## config.mk

```make
export PLATFORM = sky130hd
export DESIGN_NAME = weighted_round_robin_scheduler_flat
export DESIGN_NICKNAME = d
export VERILOG_FILES = /design/src/hw/rtl/wrr_pkg.sv /design/src/hw/rtl/wrr_in_if.sv /design/src/hw/rtl/wrr_out_if.sv /design/src/hw/rtl/wrr_cell.sv /design/src/hw/rtl/weighted_round_robin_scheduler.sv /design/src/flat_wrapper.sv
export SDC_FILE = /design/constraint.sdc
export NUM_CORES = 1
export LEC_CHECK = 0
export BUFFER_PORTS_ARGS = -buffer_cell sky130_fd_sc_hd__buf_2
export CAP_MARGIN = 30
export CORE_MARGIN = 1
export CORE_UTILIZATION = 60
export DETAILED_ROUTE_END_ITERATION = 8
export MAX_ROUTING_LAYER = met4
export PLACE_DENSITY = 0.88
export SYNTH_ARGS = -nofsm -noshare
export SYNTH_HDL_FRONTEND = slang
export SYNTH_SLANG_ARGS = --single-unit
```

## constraint.sdc

```tcl
create_clock -name clk_i -period 3 [get_ports clk_i]
set_input_delay 0.6 -clock clk_i [delete_from_list [all_inputs] [get_ports clk_i]]
set_output_delay 0.6 -clock clk_i [all_outputs]
set_load 0.05 [all_outputs]
```

## src/hw/rtl/wrr_pkg.sv

```systemverilog
// ----------------------------------------------------------------------------
// wrr_pkg: shared types and constants for the weighted round-robin scheduler
// Mode codes, controller states and the control/status bundles of the cells.
// ----------------------------------------------------------------------------
package wrr_pkg;

  // Input mode codes
  localparam logic [1:0] MODE_CREATE = 2'd0;
  localparam logic [1:0] MODE_TICK   = 2'd1;
  localparam logic [1:0] MODE_TERM   = 2'd2;

  localparam int PRIO_W = 4;

  typedef enum logic [1:0] {
    ST_IDLE,
    ST_SCAN,
    ST_RESP
  } state_e;

  // Broadcast command to every cell of the row
  typedef struct packed {
    logic              create;    // fill the cell at the fill pointer
    logic              kill;      // clear active on the current cell
    logic              dec;       // spend one slice of the current cell
    logic              reload;    // reload slices of the current cell
    logic              tok_start; // launch search token after the current cell
    logic              tok_step;  // move search token one cell on
    logic [PRIO_W-1:0] prio;      // clamped priority for a create
  } cell_ctrl_t;

  // Ring signals handed from one cell to the next
  typedef struct packed {
    logic sel;  // cell is the current slot
    logic tok;  // cell holds the search token
  } ring_t;

  // Cell status seen by the controller
  typedef struct packed {
    logic sel;
    logic zero; // no slices left
    logic hit;  // token sits on an active cell
  } cell_stat_t;

endpackage

```

## src/hw/rtl/wrr_in_if.sv

```systemverilog
// ----------------------------------------------------------------------------
// wrr_in_if: request channel of the scheduler
// Valid/ready channel carrying one request beat.
// ----------------------------------------------------------------------------
interface wrr_in_if;
  logic       valid;
  logic       ready;
  logic [1:0] mode;
  logic [3:0] priority_req;
  logic       system_busy;

  modport source (output valid, output mode, output priority_req, output system_busy,
                  input ready);
  modport sink   (input valid, input mode, input priority_req, input system_busy,
                  output ready);
endinterface

```

## src/hw/rtl/wrr_out_if.sv

```systemverilog
// ----------------------------------------------------------------------------
// wrr_out_if: status channel of the scheduler
// Valid/ready channel carrying one status beat per request.
// ----------------------------------------------------------------------------
interface wrr_out_if;
  logic       valid;
  logic       ready;
  logic [2:0] current_slot;
  logic       running;
  logic       halted;
  logic       rejected;

  modport source (output valid, output current_slot, output running, output halted,
                  output rejected, input ready);
  modport sink   (input valid, input current_slot, input running, input halted,
                  input rejected, output ready);
endinterface

```

## src/hw/rtl/wrr_cell.sv

```systemverilog
// ----------------------------------------------------------------------------
// wrr_cell: one process slot of the scheduler row
// Holds priority, remaining slices and the active flag of one slot, and
// passes the search token on to its neighbour.
// ----------------------------------------------------------------------------
module wrr_cell
  import wrr_pkg::*;
#(
  parameter int IDX = 0,
  parameter int IW  = 3,
  parameter int CW  = 4
) (
  input  logic       clk_i,
  input  logic       rst_ni,
  input  cell_ctrl_t ctrl_i,
  input  logic [CW-1:0] cnt_i,
  input  logic [IW-1:0] cur_i,
  input  ring_t      prev_i,
  output ring_t      ring_o,
  output cell_stat_t stat_o
);

  logic [PRIO_W-1:0] prio_q, prio_d;
  logic [PRIO_W-1:0] slices_q, slices_d;
  logic              active_q, active_d;
  logic              tok_q, tok_d;
  logic              sel, wr;

  assign sel = (cur_i == IW'(IDX));
  assign wr  = ctrl_i.create && (cnt_i == CW'(IDX));

  // slot state update
  always_comb begin
    prio_d   = prio_q;
    slices_d = slices_q;
    active_d = active_q;
    if (wr) begin
      prio_d   = ctrl_i.prio;
      slices_d = ctrl_i.prio;
      active_d = 1'b1;
    end else if (sel) begin
      if (ctrl_i.dec)    slices_d = slices_q - 1'b1;
      if (ctrl_i.reload) slices_d = prio_q;
      if (ctrl_i.kill)   active_d = 1'b0;
    end
  end

  // search token: launched after the current cell, then hops one cell a cycle
  always_comb begin
    if (ctrl_i.tok_start) begin
      tok_d = prev_i.sel;
    end else if (ctrl_i.tok_step) begin
      tok_d = prev_i.tok;
    end else begin
      tok_d = 1'b0;
    end
  end

  always_ff @(posedge clk_i or negedge rst_ni) begin
    if (!rst_ni) begin
      prio_q   <= '0;
      slices_q <= '0;
      active_q <= 1'b0;
      tok_q    <= 1'b0;
    end else begin
      prio_q   <= prio_d;
      slices_q <= slices_d;
      active_q <= active_d;
      tok_q    <= tok_d;
    end
  end

  assign ring_o.sel  = sel;
  assign ring_o.tok  = tok_q;
  assign stat_o.sel  = sel;
  assign stat_o.zero = (slices_q == '0);
  assign stat_o.hit  = tok_q && active_q;

endmodule

```

## src/hw/rtl/weighted_round_robin_scheduler.sv

```systemverilog
// ----------------------------------------------------------------------------
// weighted_round_robin_scheduler: slot scheduler with per-slot slice counts
// Row of slot cells with a controller that decodes requests and runs the
// search for the next active slot.
// ----------------------------------------------------------------------------
// One request beat is taken at a time and gives one status beat. For a create, a
// terminate, or a tick that only spends a slice (or is ignored), the controller
// passes from idle to the response state, which loads the status beat into the
// output register, and then returns to idle to take the next request. A tick
// that hands over control launches a search token that hops one cell per cycle
// along the slot row in the scan state, and the controller moves on to the
// response state once the token meets an active slot at ring distance k (1 to
// the number of created slots), or once k reaches the number of created slots
// when none is left. The next request is taken once the status beat is in the
// output register. The status beat waits in that register until taken, and a
// further status beat waits in the controller until the register is free.
module weighted_round_robin_scheduler
  import wrr_pkg::*;
#(
  parameter int MAX_PROCS    = 8,
  parameter int MAX_PRIORITY = 10
) (
  input  logic clk_i,
  input  logic rst_ni,
  wrr_in_if.sink    in_i,
  wrr_out_if.source out_o
);

  localparam int IW = $clog2(MAX_PROCS);
  localparam int CW = $clog2(MAX_PROCS + 1);

  state_e        state_q, state_d;
  logic [CW-1:0] cnt_q, cnt_d;
  logic [CW-1:0] k_q, k_d;
  logic [IW-1:0] cur_q, cur_d;
  logic          started_q, started_d;
  logic          halted_q, halted_d;
  logic          rej_q, rej_d;

  logic          out_valid_q, out_valid_d;
  logic [2:0]    out_cur_q;
  logic          out_run_q, out_halt_q, out_rej_q;
  logic          out_load;

  cell_ctrl_t    ctrl;
  ring_t         ring   [MAX_PROCS];
  ring_t         prev   [MAX_PROCS];
  cell_stat_t    stat   [MAX_PROCS];
  logic [MAX_PROCS-1:0] last;
  logic [MAX_PROCS-1:0] hit_vec;
  logic [MAX_PROCS-1:0] cur_zero_vec;
  logic          any_hit, cur_zero;
  logic [IW-1:0] hit_idx;
  ring_t         wrap;
  logic [PRIO_W-1:0] prio_clamp;
  logic [IW+2:0] cur_ext;

  // cell row
  for (genvar i = 0; i < MAX_PROCS; i++) begin : g_cell
    assign last[i]         = (cnt_q == CW'(i + 1));
    assign hit_vec[i]      = stat[i].hit;
    assign cur_zero_vec[i] = stat[i].sel && stat[i].zero;
    if (i == 0) begin : g_head
      assign prev[i] = wrap;
    end else begin : g_body
      assign prev[i] = ring[i-1];
    end
    wrr_cell #(
      .IDX (i),
      .IW  (IW),
      .CW  (CW)
    ) u_cell (
      .clk_i  (clk_i),
      .rst_ni (rst_ni),
      .ctrl_i (ctrl),
      .cnt_i  (cnt_q),
      .cur_i  (cur_q),
      .prev_i (prev[i]),
      .ring_o (ring[i]),
      .stat_o (stat[i])
    );
  end

  // ring wrap from the last filled cell back to cell zero, and token hit index
  always_comb begin
    wrap    = '0;
    hit_idx = '0;
    for (int i = 0; i < MAX_PROCS; i++) begin
      if (last[i]) begin
        wrap.sel = wrap.sel | ring[i].sel;
        wrap.tok = wrap.tok | ring[i].tok;
      end
      if (hit_vec[i]) hit_idx = hit_idx | IW'(i);
    end
  end

  assign any_hit    = |hit_vec;
  assign cur_zero   = |cur_zero_vec;
  assign prio_clamp = (in_i.priority_req > PRIO_W'(MAX_PRIORITY)) ?
                      PRIO_W'(MAX_PRIORITY) : in_i.priority_req;

  // controller: decode, token search, response
  always_comb begin
    state_d   = state_q;
    cnt_d     = cnt_q;
    k_d       = k_q;
    cur_d     = cur_q;
    started_d = started_q;
    halted_d  = halted_q;
    rej_d     = rej_q;
    ctrl      = '0;
    ctrl.prio = prio_clamp;
    out_load  = 1'b0;
    in_i.ready = (state_q == ST_IDLE);
    case (state_q)
      ST_IDLE: begin
        if (in_i.valid) begin
          rej_d   = 1'b0;
          state_d = ST_RESP;
          case (in_i.mode)
            MODE_CREATE: begin
              if (started_q || (cnt_q >= CW'(MAX_PROCS))) begin
                rej_d = 1'b1;
              end else begin
                ctrl.create = 1'b1;
                cnt_d       = cnt_q + 1'b1;
              end
            end
            MODE_TICK: begin
              if (cnt_q != '0) begin
                started_d = 1'b1;
                if (!halted_q && !in_i.system_busy) begin
                  if (!cur_zero) begin
                    ctrl.dec = 1'b1;
                  end else begin
                    ctrl.reload    = 1'b1;
                    ctrl.tok_start = 1'b1;
                    k_d            = CW'(1);
                    state_d        = ST_SCAN;
                  end
                end
              end
            end
            MODE_TERM: begin
              if ((cnt_q != '0) && !halted_q) ctrl.kill = 1'b1;
            end
            default: ;
          endcase
        end
      end
      ST_SCAN: begin
        if (any_hit) begin
          cur_d   = hit_idx;
          state_d = ST_RESP;
        end else if (k_q == cnt_q) begin
          halted_d = 1'b1;
          state_d  = ST_RESP;
        end else begin
          ctrl.tok_step = 1'b1;
          k_d           = k_q + 1'b1;
        end
      end
      ST_RESP: begin
        if (!out_valid_q || out_o.ready) begin
          out_load = 1'b1;
          state_d  = ST_IDLE;
        end
      end
      default: state_d = ST_IDLE;
    endcase
  end

  always_ff @(posedge clk_i or negedge rst_ni) begin
    if (!rst_ni) begin
      state_q   <= ST_IDLE;
      cnt_q     <= '0;
      k_q       <= '0;
      cur_q     <= '0;
      started_q <= 1'b0;
      halted_q  <= 1'b0;
      rej_q     <= 1'b0;
    end else begin
      state_q   <= state_d;
      cnt_q     <= cnt_d;
      k_q       <= k_d;
      cur_q     <= cur_d;
      started_q <= started_d;
      halted_q  <= halted_d;
      rej_q     <= rej_d;
    end
  end

  // output register
  assign cur_ext     = {3'b000, cur_q};
  assign out_valid_d = out_load ? 1'b1 : (out_o.ready ? 1'b0 : out_valid_q);

  always_ff @(posedge clk_i or negedge rst_ni) begin
    if (!rst_ni) begin
      out_valid_q <= 1'b0;
    end else begin
      out_valid_q <= out_valid_d;
    end
  end

  always_ff @(posedge clk_i) begin
    if (out_load) begin
      out_cur_q  <= cur_ext[2:0];
      out_run_q  <= (cnt_q != '0) && !halted_q;
      out_halt_q <= halted_q;
      out_rej_q  <= rej_q;
    end
  end

  assign out_o.valid        = out_valid_q;
  assign out_o.current_slot = out_cur_q;
  assign out_o.running      = out_run_q;
  assign out_o.halted       = out_halt_q;
  assign out_o.rejected     = out_rej_q;

endmodule

```

## src/flat_wrapper.sv

```systemverilog
// flat-port wrapper written by rule: the top's interface ports become plain ports
module weighted_round_robin_scheduler_flat import wrr_pkg::*;
#(
  parameter int MAX_PROCS    = 8,
  parameter int MAX_PRIORITY = 10
)
  (clk_i, rst_ni, in_i_valid, in_i_mode, in_i_priority_req, in_i_system_busy, in_i_ready, out_o_valid, out_o_current_slot, out_o_running, out_o_halted, out_o_rejected, out_o_ready);
  wrr_in_if in_i_i ();
  wrr_out_if out_o_i ();
  input  logic clk_i;
  input  logic rst_ni;
  input wire logic [$bits(in_i_i.valid)-1:0] in_i_valid;
  input wire logic [$bits(in_i_i.mode)-1:0] in_i_mode;
  input wire logic [$bits(in_i_i.priority_req)-1:0] in_i_priority_req;
  input wire logic [$bits(in_i_i.system_busy)-1:0] in_i_system_busy;
  output wire logic [$bits(in_i_i.ready)-1:0] in_i_ready;
  output wire logic [$bits(out_o_i.valid)-1:0] out_o_valid;
  output wire logic [$bits(out_o_i.current_slot)-1:0] out_o_current_slot;
  output wire logic [$bits(out_o_i.running)-1:0] out_o_running;
  output wire logic [$bits(out_o_i.halted)-1:0] out_o_halted;
  output wire logic [$bits(out_o_i.rejected)-1:0] out_o_rejected;
  input wire logic [$bits(out_o_i.ready)-1:0] out_o_ready;
  assign in_i_i.valid = in_i_valid;
  assign in_i_i.mode = in_i_mode;
  assign in_i_i.priority_req = in_i_priority_req;
  assign in_i_i.system_busy = in_i_system_busy;
  assign in_i_ready = in_i_i.ready;
  assign out_o_valid = out_o_i.valid;
  assign out_o_current_slot = out_o_i.current_slot;
  assign out_o_running = out_o_i.running;
  assign out_o_halted = out_o_i.halted;
  assign out_o_rejected = out_o_i.rejected;
  assign out_o_i.ready = out_o_ready;
  weighted_round_robin_scheduler #(.MAX_PROCS(MAX_PROCS), .MAX_PRIORITY(MAX_PRIORITY)) u_core (.clk_i(clk_i), .rst_ni(rst_ni), .in_i(in_i_i), .out_o(out_o_i));
endmodule
```

# After elaboration in Yosys (flattened, before gate mapping)
# Index checks and enable logic that the tools add are counted.
word_totals:
  input_bits: 11
  register_bits: 103
  word_cells: 314
classes:
  muxes: 118
  n_eq_ne: 29
  n_addsub: 10
  n_lt_le_gt_ge: 2
  bitwise_logic: 16
  n_reduce_logical: 95
ops:
  columns: ["cell", "count"]
  rows:
  - ["4-bit 2-to-1 mux", 40]
  - ["1-bit 2-to-1 mux", 48]
  - ["2-bit 2-to-1 mux", 19]
  - ["4-bit logical NOT", 9]
  - ["2-bit AND reduction", 18]
  - ["2-bit nonzero test", 18]
  - ["4-bit by 1-bit subtractor with 4-bit output, second input constant", 8]
  - ["1-bit logical AND", 26]
  - ["3-bit nonzero test", 8]
  - ["3-bit 2-to-1 mux", 7]
  - ["4-bit by 3-bit equality test with 1-bit output, second input constant", 4]
  - ["8-bit OR reduction", 2]
  - ["1-bit OR", 14]
  - ["3-bit equality test, second input constant", 4]
  - ["5-bit 2-to-1 mux", 2]
  - ["2-bit by 1-bit != test with 1-bit output, second input constant", 5]
  - ["4-bit by 1-bit adder with 4-bit output, second input constant", 2]
  - ["4-bit by 2-bit equality test with 1-bit output, second input constant", 2]
  - ["4-bit one-hot mux with 2 select lines", 1]
  - ["4-bit AND reduction", 2]
  - ["8-bit AND reduction", 1]
  - ["3-bit by 2-bit equality test with 1-bit output, second input constant", 2]
  - ["2-bit != test, second input constant", 3]
  - ["2-bit one-hot mux with 3 select lines", 1]
  - ["other kinds (16)", 24]

# Longest topological paths before layout
depth:
  depth_word: 18
  mapped_depth: 10
  depth_no_buf: 8

# Modules after synthesis
# From an unflattened synthesis, not the netlist that was laid out.
hier_totals:
  cells_unflattened: 629
  hier_area_um2: 6073.3
modules_own_cells:
  columns: ["module", "n_inst", "area_per_inst_um2", "cells_each"]
  rows:
  - ["weighted_round_robin_scheduler", 1, 1362.6, 127]
  - ["wrr_cell (u_core.g_cell[1].u_cell ...)", 2, 576.8, 58]
  - ["wrr_cell (u_core.g_cell[5].u_cell)", 1, 608.1, 67]
  - ["wrr_cell (u_core.g_cell[0].u_cell)", 1, 595.6, 64]
  - ["wrr_cell (u_core.g_cell[6].u_cell)", 1, 590.6, 60]
  - ["wrr_cell (u_core.g_cell[7].u_cell)", 1, 590.6, 65]
  - ["wrr_cell (u_core.g_cell[4].u_cell)", 1, 588.1, 64]
  - ["wrr_cell (u_core.g_cell[3].u_cell)", 1, 584.3, 66]

# Worst setup path after synthesis
# Ideal clock, no wire load.
synth_path:
  path_kind: "input -> register"
  from: "in in_i_system_busy"
  to: "reg u_core.g_cell[3].u_cell.slices_q[1]"
  t_required_ns: 2.868
  path_buffers: 1
  path_stages: 7
  t_arrival_ns: 2.111
  path_slack_ns: 0.757
  path_cell_list: "or4b_1 > nor3_2 > buf_6 > nand2_2 > and2_4 > a221oi_2 > o21ai_1"
synth_via:
  elab_chain_len: 10
synth_rtl:
  columns: ["item", "line_no", "rtl"]
  rows:
  - ["start, declared", "flat_wrapper.sv:15", "input wire logic [$bits(in_i_i.system_busy)-1:0] in_i_system_busy;"]
  - ["1-bit logical NOT *", "weighted_round_robin_scheduler.sv:132", "if (!halted_q && !in_i.system_busy) begin"]
  - ["1-bit logical AND *", "weighted_round_robin_scheduler.sv:132", null]
  - ["3-bit 2-to-1 mux *", "weighted_round_robin_scheduler.sv:132", null]
  - ["3-bit 2-to-1 mux *", "weighted_round_robin_scheduler.sv:130", "if (cnt_q != '0) begin"]
  - ["3-bit 2-to-1 mux *", "weighted_round_robin_scheduler.sv:120", "case (in_i.mode)"]
  - ["5-bit 2-to-1 mux *", "weighted_round_robin_scheduler.sv:117", "if (in_i.valid) begin"]
  - ["5-bit 2-to-1 mux *", "weighted_round_robin_scheduler.sv:115", "case (state_q)"]
  - ["4-bit 2-to-1 mux", "wrr_cell.sv:43", "if (ctrl_i.reload) slices_d = prio_q;"]
  - ["4-bit 2-to-1 mux", "wrr_cell.sv:41", "end else if (sel) begin"]
  - ["4-bit 2-to-1 mux", "wrr_cell.sv:37", "if (wr) begin"]
  - ["end signal, assigned", "wrr_cell.sv:67", "slices_q <= slices_d;"]
  - ["end, declared", "wrr_cell.sv:24", "logic [PRIO_W-1:0] slices_q, slices_d;"]
# Mark *: on every way between the ends. The rest lies on a longest branch, timed or not. The select of a mux whose other input is x is not followed.
# A chain may end at the register's enable or synchronous reset.

# Worst setup path in the final report
layout_path:
  from: "reg u_core.cur_q[0]"
  to: "reg u_core.g_cell[1].u_cell.slices_q[1]"
layout_via:
  elab_chain_len: 12
layout_rtl:
  columns: ["item", "line_no", "rtl"]
  rows:
  - ["start, declared", "weighted_round_robin_scheduler.sv:35", "logic [IW-1:0] cur_q, cur_d;"]
  - ["start signal, assigned", "weighted_round_robin_scheduler.sv:186", "cur_q <= cur_d;"]
  - ["3-bit by 1-bit equality test with 1-bit output, or another cell as far along", "wrr_cell.sv:29", "assign sel = (cur_i == IW'(IDX));"]
  - ["1-bit logical AND", "weighted_round_robin_scheduler.sv:62", "assign cur_zero_vec[i] = stat[i].sel && stat[i].zero;"]
  - ["8-bit OR reduction", "weighted_round_robin_scheduler.sv:98", "assign cur_zero = |cur_zero_vec;"]
  - ["2-bit 2-to-1 mux", "weighted_round_robin_scheduler.sv:133", "if (!cur_zero) begin"]
  - ["3-bit 2-to-1 mux", "weighted_round_robin_scheduler.sv:132", null]
  - ["3-bit 2-to-1 mux", "weighted_round_robin_scheduler.sv:130", null]
  - ["3-bit 2-to-1 mux", "weighted_round_robin_scheduler.sv:120", null]
  - ["5-bit 2-to-1 mux", "weighted_round_robin_scheduler.sv:117", null]
  - ["5-bit 2-to-1 mux", "weighted_round_robin_scheduler.sv:115", null]
  - ["4-bit 2-to-1 mux", "wrr_cell.sv:43", null]
  - ["4-bit 2-to-1 mux", "wrr_cell.sv:41", null]
  - ["4-bit 2-to-1 mux", "wrr_cell.sv:37", null]
  - ["end signal, assigned", "wrr_cell.sv:67", null]
  - ["end, declared", "wrr_cell.sv:24", null]
# Parallel ways exist; a longest one is shown, timed or not. The select of a mux whose other input is x is not followed.

==> flow_summary.toml <==
[min_path]
worst_hold_path_type = "input port to asynchronous set/reset pin"

[final_layout]
nets = 615
multi_input_area_sq_um = 2700
area_delta_synth_final_pct = 6.89
regArea_sq_um = 2610
fillers = 662
drive_gt1_share_pct = 13.4
layout.cells.non_filler = 696
diodes = 0

[cts]
cts_hold_buf = 0
cts_buffer_depth = 2
cts_made_buffers = 9
htreeDepth = 3
postCtsSetupBuffers = 0
root_buffer = "clkbuf_8"
clk_pin_slew_ns = 0.10
cts_resized = 0
clkSinkCount = 103
cts_tree = "done"
insertion_delay_ns = 0.38

[pwr]
p_leak_nw = 2.88
total_power_mw = 4.26
ir_drop_uv = 423
powerDensity_nw_per_um2 = 719

[synth]
avgSynthCellArea_sq_um = 9.79
synth_top_area_cell = "dfrtp_1"
synth-warning-count = 0
synth.most_common_cell = "dfrtp_1"
ys_async_sr_fraction_pct = 94.2
ys_seq_area_share_pct = 47.1
synthTopCellsByArea = "dfrtp_1 44%, ha_1 4.7%, nand2_1 3.5%, nor2_1 3.5%, o21ai_0 3.3%"
synth_seq_cells = 103
synth_top_area_share_pct = 43.8
syn_inst = 566
synth_edf_count = 6
synth_nets = 598
synthesis.area_sq_um = 5540
ys_top_cells_by_count = "97 x dfrtp_1, 51 x nand2_1, 51 x nor2_1"
synth_top_flop_cell = "dfrtp_1"
synth.distinct_cells = 66

[placed_design]
gp_congestion = 0.949
place_inst = 680
hpwlAfterDp_microns = 8930
portBuffers = 18

[timing]
rsz0062_at_grt = "false"
slew_viol_final = 0
setup_viol = 0
fin_crit_ns = 2.61
hold_violations = 0
setup_tns_ns = 0
slew_headroom_pct = 30.4
skew_ns = 0.0153
finalCritPeriodShare_pct = 86.8
worstMarginPinSlew_ns = 1.04
fmax_ghz = 0.384

[drt]
wl_per_cell_microns = 18.3
drcViolationCount = 5
wl_microns = 12700
detail-route-antenna-nets = 0
dr_total_vias = 4535
firstDrtPassIters = 7
viasPerCell = 6.52
drt_iter0_drc = 337

[global_routing]
grt_pass1_wl_microns = 21500
grt_max_degree = 46
antenna_found_initial = 0
grt_overflow = 0
grt_pass1_vias = 4508
track_usage_pct = 29.1

[setup_path]
crit_fanout = 18
required_ns = 3.26
critPathArrivalTime_ns = 2.87
cp-start-kind = "flip-flop"
end_kind = "flip-flop"
criticalPathCategory = "flip-flop to flip-flop"

[die]
die_area_sq_um = 9620
fp.dieW_microns = 98.1
die_height_microns = 98.1
core_area_sq_um = 8850
io_pins = 19
start_util_pct = 62.6
rows = 34

[flow_run]
maxCapViolCount = 0

[status]
failed_checks = "design-rule violations"
status = "finished with violations"
[logic make-up after synthesis]
kind of cell | after synthesis | share of synthesized area [%]
AOI/OAI and AO/OA | 143 | 17.0
xor gates and xnor gates | 19 | 3.00
adders and majority gates | 21 | 4.74
buffers and inverters | 49 | 4.33
DFF | 103 | 47.1
muxes | 28 | 5.33
and+or+nand+nor | 203 | 18.5
[path summary, 6_finish.rpt]
kind | start | slack (ns) | end | cells after the start
max in group asynchronous | rst_ni | 2.05 | u_core.g_cell[2].u_cell.prio_q[3] | 2
worst min register to register | u_core.rej_q | 0.47 | u_core.out_o.rejected | 0
min in group clk_i | in_i_mode[0] | 0.46 | u_core.rej_q | 2
worst max-delay path | u_core.cur_q[0] | 0.39 | u_core.g_cell[1].u_cell.slices_q[1] | 6
worst min-delay path | rst_ni | 0.21 | u_core.cur_q[2] | 1
worst max register to register | u_core.cur_q[0] | 0.39 | u_core.g_cell[1].u_cell.slices_q[1] | 6
[area by class of cell]
type	count	share of cell area (%)
Clock buffer	11	2.58
Clock inverter	5	0.782
Inverter	23	1.46
Multi-Input combinational cell	414	45.5
Sequential cell	103	44.0
Tap cell	108	2.28
Timing Repair Buffer	32	3.34
[routing by layer]
layer / global-route usage (%) / wire length (microns)
met1: 36.4 / 5220
met2: 46.9 / 6280
met3: 5.51 / 924
met4: 11.3 / 315
met5: - / 0
[registers in the layout (all words and copies together) (netlist names)]
register and cells:
u_core.cnt_q 4, u_core.cur_q 3, u_core.g_cell.u_cell.active_q 8, u_core.g_cell.u_cell.prio_q 32, u_core.g_cell.u_cell.slices_q 32, u_core.g_cell.u_cell.tok_q 8, u_core.halted_q 1, u_core.k_q 4
u_core.out_o.current_slot 3, u_core.out_o.halted 1, u_core.out_o.rejected 1, u_core.out_o.running 1, u_core.out_o.valid 1, u_core.rej_q 1, u_core.started_q 1, u_core.state_q 2
[per-stage QoR]
| stage | cell area (sq um) | setup WS, ns | hold WS (ns) | utilization (%) |
|---|---|---|---|---|
| after floorplan | 5540 | 0.757 | 0.304 | - |
| after CTS | 5920 | 0.452 | 0.229 | 66.9 |
| after detailed placement | 5720 | 0.410 | 0.447 | 64.7 |
| after global placement | 5720 | 0.465 | 0.446 | 64.7 |
| after global routing | 5920 | 0.210 | 0.253 | 66.9 |
| final | 5920 | 0.395 | 0.208 | 66.9 |
[report_power, final]
| group | switching (mW) | total [mW] | internal, mW |
|---|---|---|---|
| Clock | 0.507 | 0.875 | 0.368 |
| Sequential | 0.320 | 2.06 | 1.74 |
| Combinational | 0.781 | 1.32 | 0.541 |
| Total | 1.61 | 4.26 | 2.65 |
[cells in the final DEF, fill, tap and decap left out, types with 7 or more instances in the layout]
cell,netlist,routed
nor2_1,51,51
a21oi_1,23,23
o21ai_0,36,36
buf_4,2,15
dfrtp_1,97,97
nand2_1,51,51
nand3_1,26,26
mux2i_1,16,16
a31oi_1,10,10
a21o_1,18,18
xor2_1,13,13
buf_2,6,17
a22oi_1,8,8
mux2_2,11,11
nor3_1,17,17
inv_1,23,23
ha_1,21,21
o31ai_1,7,7
clkbuf_8,0,9
[critical path, cell delays in order, from the launching register on]
cell and delay [ns]:
dfrtp_1 0.81, inv_1 0.21, or3_1 0.46, nor2_1 0.41, a21oi_1 0.15, a221oi_1 0.35
nand2_1 0.09
(Power assumes the default switching activity.)
